<file path="src/rtl/fmi_pkg.sv">
// shared constants, microcode format and arithmetic helper of the modular inverse block
`timescale 1ns / 1ps

package fmi_pkg;

  // field widths
  localparam int MOD_BITS   = 31;
  localparam int VALUE_BITS = 32;
  localparam int CNT_BITS   = $clog2(VALUE_BITS);
  localparam int EBIT_BITS  = $clog2(MOD_BITS);
  localparam int PC_BITS    = 4;

  localparam logic [MOD_BITS-1:0] MOD_RESET = MOD_BITS'(1000000007);

  // datapath operations
  localparam logic [3:0] OP_NOP     = 4'd0;
  localparam logic [3:0] OP_LOAD    = 4'd1;
  localparam logic [3:0] OP_GCD     = 4'd2;
  localparam logic [3:0] OP_MODINIT = 4'd3;
  localparam logic [3:0] OP_MODSTEP = 4'd4;
  localparam logic [3:0] OP_EXPINIT = 4'd5;
  localparam logic [3:0] OP_SQINIT  = 4'd6;
  localparam logic [3:0] OP_MULSTEP = 4'd7;
  localparam logic [3:0] OP_ACC     = 4'd8;
  localparam logic [3:0] OP_MLINIT  = 4'd9;
  localparam logic [3:0] OP_EXPNEXT = 4'd10;
  localparam logic [3:0] OP_SETOK   = 4'd11;
  localparam logic [3:0] OP_SETFAIL = 4'd12;
  localparam logic [3:0] OP_FINISH  = 4'd13;

  // jump conditions
  localparam logic [3:0] C_NEVER       = 4'd0;
  localparam logic [3:0] C_ALWAYS      = 4'd1;
  localparam logic [3:0] C_NO_REQ      = 4'd2;
  localparam logic [3:0] C_MOD_SMALL   = 4'd3;
  localparam logic [3:0] C_GCD_BUSY    = 4'd4;
  localparam logic [3:0] C_NOT_COPRIME = 4'd5;
  localparam logic [3:0] C_CNT_NZ      = 4'd6;
  localparam logic [3:0] C_EBIT_CLR    = 4'd7;
  localparam logic [3:0] C_EBIT_NZ     = 4'd8;
  localparam logic [3:0] C_OUT_BLOCKED = 4'd9;

  // program steps
  localparam logic [PC_BITS-1:0] P_WAIT    = 4'd0;
  localparam logic [PC_BITS-1:0] P_CHKM    = 4'd1;
  localparam logic [PC_BITS-1:0] P_GCD     = 4'd2;
  localparam logic [PC_BITS-1:0] P_GCDCHK  = 4'd3;
  localparam logic [PC_BITS-1:0] P_MODINIT = 4'd4;
  localparam logic [PC_BITS-1:0] P_MODSTEP = 4'd5;
  localparam logic [PC_BITS-1:0] P_EXPINIT = 4'd6;
  localparam logic [PC_BITS-1:0] P_SQINIT  = 4'd7;
  localparam logic [PC_BITS-1:0] P_SQSTEP  = 4'd8;
  localparam logic [PC_BITS-1:0] P_SQDONE  = 4'd9;
  localparam logic [PC_BITS-1:0] P_MLINIT  = 4'd10;
  localparam logic [PC_BITS-1:0] P_MLSTEP  = 4'd11;
  localparam logic [PC_BITS-1:0] P_EXPNEXT = 4'd12;
  localparam logic [PC_BITS-1:0] P_SETOK   = 4'd13;
  localparam logic [PC_BITS-1:0] P_SETFAIL = 4'd14;
  localparam logic [PC_BITS-1:0] P_FINISH  = 4'd15;

  // one control word
  typedef struct packed {
    logic [3:0]         op;
    logic [3:0]         cond;
    logic [PC_BITS-1:0] target;
  } ctrl_word_t;

  // microcode rom
  function automatic ctrl_word_t ucode(input logic [PC_BITS-1:0] pc);
    ctrl_word_t cw;
    unique case (pc)
      P_WAIT:    cw = '{OP_LOAD,    C_NO_REQ,      P_WAIT};
      P_CHKM:    cw = '{OP_NOP,     C_MOD_SMALL,   P_SETFAIL};
      P_GCD:     cw = '{OP_GCD,     C_GCD_BUSY,    P_GCD};
      P_GCDCHK:  cw = '{OP_NOP,     C_NOT_COPRIME, P_SETFAIL};
      P_MODINIT: cw = '{OP_MODINIT, C_NEVER,       P_WAIT};
      P_MODSTEP: cw = '{OP_MODSTEP, C_CNT_NZ,      P_MODSTEP};
      P_EXPINIT: cw = '{OP_EXPINIT, C_NEVER,       P_WAIT};
      P_SQINIT:  cw = '{OP_SQINIT,  C_NEVER,       P_WAIT};
      P_SQSTEP:  cw = '{OP_MULSTEP, C_CNT_NZ,      P_SQSTEP};
      P_SQDONE:  cw = '{OP_ACC,     C_EBIT_CLR,    P_EXPNEXT};
      P_MLINIT:  cw = '{OP_MLINIT,  C_NEVER,       P_WAIT};
      P_MLSTEP:  cw = '{OP_MULSTEP, C_CNT_NZ,      P_MLSTEP};
      P_EXPNEXT: cw = '{OP_EXPNEXT, C_EBIT_NZ,     P_SQINIT};
      P_SETOK:   cw = '{OP_SETOK,   C_ALWAYS,      P_FINISH};
      P_SETFAIL: cw = '{OP_SETFAIL, C_NEVER,       P_WAIT};
      P_FINISH:  cw = '{OP_FINISH,  C_OUT_BLOCKED, P_FINISH};
      default:   cw = '{OP_NOP,     C_ALWAYS,      P_WAIT};
    endcase
    return cw;
  endfunction

  // (x + y) mod m for x, y below m
  function automatic logic [MOD_BITS-1:0] add_mod(input logic [MOD_BITS-1:0] x,
                                                  input logic [MOD_BITS-1:0] y,
                                                  input logic [MOD_BITS-1:0] m);
    logic [MOD_BITS-1:0] room;
    room = m - y;
    return (x >= room) ? (x - room) : (x + y);
  endfunction

endpackage

</file>
<file path="src/rtl/fermat_modular_inverse.sv">
// modular inverse by gcd check and square-and-multiply, driven by a microcode rom
// sequence: a modulus below two gives no inverse; otherwise a binary gcd, and a value not
// coprime to the modulus gives no inverse; otherwise a restoring reduction of the value, then
// a square per exponent bit plus a multiply per one bit (bit-serial modular multiplier)
// throughput: one request at a time; the next is taken once the result is registered
// reset: synchronous on rst; clears the sequencer and output valid, modulus to 1000000007
`timescale 1ns / 1ps

module fermat_modular_inverse
  import fmi_pkg::*;
(
  input  logic                  clk,
  input  logic                  rst,
  input  logic                  cfg_we,
  input  logic [MOD_BITS-1:0]   cfg_data,
  input  logic                  in_valid,
  output logic                  in_stall,
  input  logic [VALUE_BITS-1:0] value,
  output logic                  out_valid,
  input  logic                  out_stall,
  output logic [MOD_BITS-1:0]   inverse,
  output logic                  no_inverse
);

  logic [MOD_BITS-1:0]   modulus;
  logic [PC_BITS-1:0]    pc;
  ctrl_word_t            cw;
  logic                  jump;

  logic [VALUE_BITS-1:0] ga;
  logic [VALUE_BITS-1:0] gb;
  logic [VALUE_BITS-1:0] vreg;
  logic [MOD_BITS-1:0]   rem;
  logic [MOD_BITS-1:0]   base;
  logic [MOD_BITS-1:0]   acc;
  logic [MOD_BITS-1:0]   opa;
  logic [MOD_BITS-1:0]   opb;
  logic [MOD_BITS-1:0]   r;
  logic [CNT_BITS-1:0]   cnt;
  logic [EBIT_BITS-1:0]  ebit;
  logic                  none;

  logic [MOD_BITS-1:0]   exponent;
  logic                  gcd_busy;
  logic                  coprime;
  logic                  out_blocked;
  logic [VALUE_BITS-1:0] rem_sh;
  logic [VALUE_BITS-1:0] rem_sub;
  logic [MOD_BITS-1:0]   rem_next;
  logic [MOD_BITS-1:0]   r_dbl;
  logic [MOD_BITS-1:0]   r_add;
  logic [MOD_BITS-1:0]   r_next;

  // control word of the current step
  assign cw          = ucode(pc);
  assign in_stall    = (pc != P_WAIT);
  assign out_blocked = out_valid & out_stall;
  assign exponent    = modulus - MOD_BITS'(2);

  // binary gcd status
  assign gcd_busy = (ga != '0) && (gb != '0) && !(!ga[0] && !gb[0]);
  assign coprime  = ((ga == '0) && (gb == VALUE_BITS'(1))) ||
                    ((ga == VALUE_BITS'(1)) && (gb == '0));

  // one restoring remainder bit
  assign rem_sh   = {rem, vreg[cnt]};
  assign rem_sub  = rem_sh - {1'b0, modulus};
  assign rem_next = (rem_sh >= {1'b0, modulus}) ? rem_sub[MOD_BITS-1:0]
                                                : rem_sh[MOD_BITS-1:0];

  // one multiplier bit: double then conditionally add
  assign r_dbl  = add_mod(r, r, modulus);
  assign r_add  = add_mod(r_dbl, opa, modulus);
  assign r_next = opb[cnt[EBIT_BITS-1:0]] ? r_add : r_dbl;

  // jump condition decode
  always_comb begin
    unique case (cw.cond)
      C_NEVER:       jump = 1'b0;
      C_ALWAYS:      jump = 1'b1;
      C_NO_REQ:      jump = !in_valid;
      C_MOD_SMALL:   jump = (modulus < MOD_BITS'(2));
      C_GCD_BUSY:    jump = gcd_busy;
      C_NOT_COPRIME: jump = !coprime;
      C_CNT_NZ:      jump = (cnt != '0);
      C_EBIT_CLR:    jump = !exponent[ebit];
      C_EBIT_NZ:     jump = (ebit != '0);
      C_OUT_BLOCKED: jump = out_blocked;
      default:       jump = 1'b0;
    endcase
  end

  // configuration register
  always_ff @(posedge clk) begin
    if (rst) begin
      modulus <= MOD_RESET;
    end else if (cfg_we) begin
      modulus <= cfg_data;
    end
  end

  // step counter
  always_ff @(posedge clk) begin
    if (rst) begin
      pc <= P_WAIT;
    end else if (jump) begin
      pc <= cw.target;
    end else begin
      pc <= pc + PC_BITS'(1);
    end
  end

  // datapath
  always_ff @(posedge clk) begin
    case (cw.op)
      OP_LOAD: begin
        ga   <= value;
        gb   <= {1'b0, modulus};
        vreg <= value;
      end
      OP_GCD: begin
        if (gcd_busy) begin
          if (!ga[0]) begin
            ga <= ga >> 1;
          end else if (!gb[0]) begin
            gb <= gb >> 1;
          end else if (ga >= gb) begin
            ga <= ga - gb;
          end else begin
            gb <= gb - ga;
          end
        end
      end
      OP_MODINIT: begin
        rem <= '0;
        cnt <= CNT_BITS'(VALUE_BITS - 1);
      end
      OP_MODSTEP: begin
        rem  <= rem_next;
        base <= rem_next;
        cnt  <= cnt - CNT_BITS'(1);
      end
      OP_EXPINIT: begin
        acc  <= MOD_BITS'(1);
        ebit <= EBIT_BITS'(MOD_BITS - 1);
      end
      OP_SQINIT: begin
        opa <= acc;
        opb <= acc;
        r   <= '0;
        cnt <= CNT_BITS'(MOD_BITS - 1);
      end
      OP_MLINIT: begin
        opa <= acc;
        opb <= base;
        r   <= '0;
        cnt <= CNT_BITS'(MOD_BITS - 1);
      end
      OP_MULSTEP: begin
        r   <= r_next;
        cnt <= cnt - CNT_BITS'(1);
      end
      OP_ACC: begin
        acc <= r;
      end
      OP_EXPNEXT: begin
        acc  <= r;
        ebit <= ebit - EBIT_BITS'(1);
      end
      OP_SETOK: begin
        none <= 1'b0;
      end
      OP_SETFAIL: begin
        acc  <= '0;
        none <= 1'b1;
      end
      default: begin
      end
    endcase
  end

  // result register
  always_ff @(posedge clk) begin
    if (rst) begin
      out_valid <= 1'b0;
    end else if (cw.op == OP_FINISH && !out_blocked) begin
      out_valid <= 1'b1;
    end else if (out_valid && !out_stall) begin
      out_valid <= 1'b0;
    end
  end

  // result payload
  always_ff @(posedge clk) begin
    if (cw.op == OP_FINISH && !out_blocked) begin
      inverse    <= acc;
      no_inverse <= none;
    end
  end

endmodule

</file>
<file path="config.mk">
export PLATFORM = sky130hd
export DESIGN_NAME = fermat_modular_inverse
export DESIGN_NICKNAME = d
export VERILOG_FILES = /design/src/rtl/fmi_pkg.sv /design/src/rtl/fermat_modular_inverse.sv
export SDC_FILE = /design/constraint.sdc
export NUM_CORES = 1
export LEC_CHECK = 0
export BUFFER_PORTS_ARGS = -buffer_cell sky130_fd_sc_hd__buf_2
export CORE_AREA = 4 4 265 267
export DETAILED_ROUTE_END_ITERATION = 6
export DIE_AREA = 0 0 269 271
export GPL_ROUTABILITY_DRIVEN = 0
export HOLD_SLACK_MARGIN = 0.02
export PLACE_DENSITY = 0.7
export SYNTH_ARGS = -nofsm -noshare
export SYNTH_HDL_FRONTEND = slang
export SYNTH_SLANG_ARGS = --single-unit
</file>
<file path="constraint.sdc">
create_clock -name clk -period 12.2 [get_ports clk]
set_clock_uncertainty 0.15 [all_clocks]
set_input_delay 3.05 -clock clk [delete_from_list [all_inputs] [get_ports clk]]
set_output_delay 3.05 -clock clk [all_outputs]
set_load 0.05 [all_outputs]
</file>
==> metrics.txt <==
via total after detailed routing=around 27,000; Post-Synth Simple-Gate Area=~16%; Crit Path Class=flip-flop to flip-flop; RSZ-0062 raised after global routing=false; post-synthesis mux area share=5.45%; HP Start=cw[0]$_DFF_P_; ys async rst share=0%; DRT iter0 DRCs=a little under 3,000; vias in the first global route=24,500; sink of the worst hold path=pc[0]$_SDFF_PP0_; setup violators final=0; switching power=4.51 mW; Initial Utilization=roughly 44%; core area=between 60,000 and 70,000 sq um; drt wl/cell=about 22 microns; adder-cell share of the synthesized area=~11%; initial antenna violation count=1; total wire length=96,200 microns; Post-synth top cells=325 x edfxtp_1, 310 x a21oi_1, 270 x inv_1, 251 x ha_1, 244 x nor2_1; Synth Instances=3,345; Worst path slowest cell=nor2_2; Post-synth EDFFs=325; clock-pin slew on the worst setup and hold paths=70 ps; Slew Viols, Final=0; crit path DAT=10,950 ps; main area contributors after synthesis=edfxtp_1 32%, ha_1 10%, a21oi_1 5.1%; post_cts resized=0; Area after DPL=about 32,000 sq um; Sw Share=~48%; Total Routing Usage GR=25.5%; Unique masters post-synth=101; Flop pwr share=23.2%; fin nets=3,719; Diodes inserted=0; HPWL after detailed placement=between 70,000 and 80,000 microns; first-pass GRT wire length=145,000 microns; worst skew pair latency=600 ps; Rel. slew slack=between 20% and 30%; Hold Crit Depth=2; number of vias per cell=6.19; reg2reg end=r[30]$_SDFFCE_PN0P_; CP max FO=27; die height=271 microns; share of the synthesized area in the top cell type=32.2%; Ports=102; post-layout min period=10,710 ps; maxcap violations=0; R2R Setup Slk=around 1500 ps; Worst Path Required=12,450 ps; Die ar.=72,900 sq um; Max IR drop VDD=0.000172 V; CTS tree=done; Non-Filler Instances=approximately 4,300; largest family of logic cells by synthesized area=compound AO/OA/AOI/OAI gates; number of setup buffers added after CTS=0; combinational power share=62.0%; # H-tree levels=2; Hold Violations, Final=0; Clk network pwr share=14.9%; Primary FF master, synth=edfxtp_1; Die Wd=~270 microns; fraction of layout cells with a size suffix above 1=a little over 10%; global route total overflow=0; Root Buffer=clkbuf_16; FP Rows=96; xor/xnor cell area share of the yosys netlist=about 6.2%; Post-Route Utilization=between 40% and 50%; period utilization=87.8%; run status=finished clean; Longest Clk Path Bufs=3; Yosys Warn Count=0; Post-Synthesis Net Count=3,671; DR pass1 iterations=6; ANT nets after route=0; Fillers=6,198; RR Startpoint=modulus[1]$_SDFFE_PP1P_; internal power=4.80 mW; Sink Count=about 370; CP max stage delay=960 ps; Worst Max-Slew Pin Slew=1130 ps; drc violations=0; worst hold path class=flip-flop to flip-flop; worst-case reg-to-reg path depth=40; CP endpoint kind=flip-flop; # hold bufs at CTS=0; Static Leak=13.4 nW; cell count after placement=4,229; P&R area growth vs syn=9.62%; post-synthesis compound-gate area fraction=a little over a fifth; Seq/Total Area, Yosys=35.4%; most common cell in the netlist=edfxtp_1; largest net degree at the start of global routing=65; total CTS buffers=44; PD cells=281 nW/um^2; Yosys top cell by area=edfxtp_1; startpoint types=flip-flop; setup tns final=0 ps; synthesized area=30,300 sq um; Final Cell Area=33,200 sq um; # port buffers=101; Mean Syn Cell Area=9.05 sq um; #FFs+latches synth=373; Fmax=93.4 MHz
[metal layers]
metal	up-vias	GRT usage (%)	part of all wire, %
li1	12500	-	-
met1	12500	36.6	42
met2	1439	38.0	42
met3	224	4.61	11
met4	0	9.92	4.5
met5	-	0	0
[power groups by stage]
stage,sequential (mW),combinational [mW],clock [mW]
4_1_cts,2.14,5.63,1.41
5_1_grt,2.18,6.26,1.45
3_5_place_dp,2.17,5.59,0
2_1_floorplan,2.04,4.27,0
3_3_place_gp,2.16,5.55,0
6_report,2.16,5.77,1.38
[state kept, by name (all words and copies together), names as in the netlist]
signal      cells
ebit            5
pc              4
acc            31
none            1
modulus        31
cw             12
out_valid       1
opb            31
ga             32
cnt             5
r              31
gb             32
inverse        31
rem            31
vreg           32
base           31
opa            31
no_inverse      1
[layout by cell type (no fill, tap or decap), drive strengths merged, types with 28 or more instances in the layout]
cell      n
edfxtp  325
a21oi   312
inv     273
ha      251
nor2    248
nand2   234
o21ai   224
xnor2   134
buf     131
nor3    127
xor2     81
a21o     74
nand3    71
mux2     64
clkbuf   58
and2     51
dfxtp    48
nand2b   43
mux2i    43
o21bai   40
o211ai   37
nand4    35
a31oi    35
o21a     32
nor4     30
o31ai    29
nor2b    28
a311oi   28
a211oi   28
[stage by stage]
| stage | hold slack, ps | worst slack [ps] | total power [mW] |
|---|---|---|---|
| 2_1_floorplan | 250 | 3250 | 6.32 |
| 5_1_grt | 370 | 778 | 9.90 |
| 3_5_place_dp | 328 | 1750 | 7.75 |
| 4_1_cts | 340 | 1750 | 9.18 |
| 6_report | 335 | 1490 | 9.31 |
| 3_3_place_gp | 313 | 2040 | 7.71 |
[cell type report]
class	instances	area, sq um	area share (%)
Multi-Input combinational cell	2571	18100	54.5
Inverter	272	1020	3.08
Clock buffer	58	1280	3.85
Clock inverter	22	234	0.705
Timing Repair Buffer	131	731	2.20
Tap cell	882	1100	3.32
Sequential cell	373	10700	32.3
[kinds of logic (layout without fill, tap and decap cells)]
kind of cell,Yosys count,after routing
fa+ha+maj,264,264
mux,129,129
compound gates,1001,1001
flops,373,373
simple gates,962,962
buf+inv,401,483
xor+xnor,215,215
[critical path, delay by kind of cell, from the launching register on]
kind,cells,cell delay [ps]
AOI/OAI and AO/OA,28,6030
adders and majority gates,4,1470
and+or+nand+nor,3,1190
DFF,1,550
muxes,2,490
buffers and inverters,2,410
xor gates and xnor gates,1,200
[worst max path at each step]
stage                            startpoint             endpoint  slack, ps
floorplan           modulus[1]$_SDFFE_PP1P_  r[30]$_SDFFCE_PN0P_       3250
global placement    modulus[1]$_SDFFE_PP1P_  r[30]$_SDFFCE_PN0P_       2040
detailed placement  modulus[1]$_SDFFE_PP1P_  r[30]$_SDFFCE_PN0P_       1750
CTS                 modulus[1]$_SDFFE_PP1P_  r[30]$_SDFFCE_PN0P_       1750
global route        modulus[1]$_SDFFE_PP1P_  r[30]$_SDFFCE_PN0P_        780
finish              modulus[1]$_SDFFE_PP1P_  r[30]$_SDFFCE_PN0P_       1490
Power figures use the tool's default switching activity.
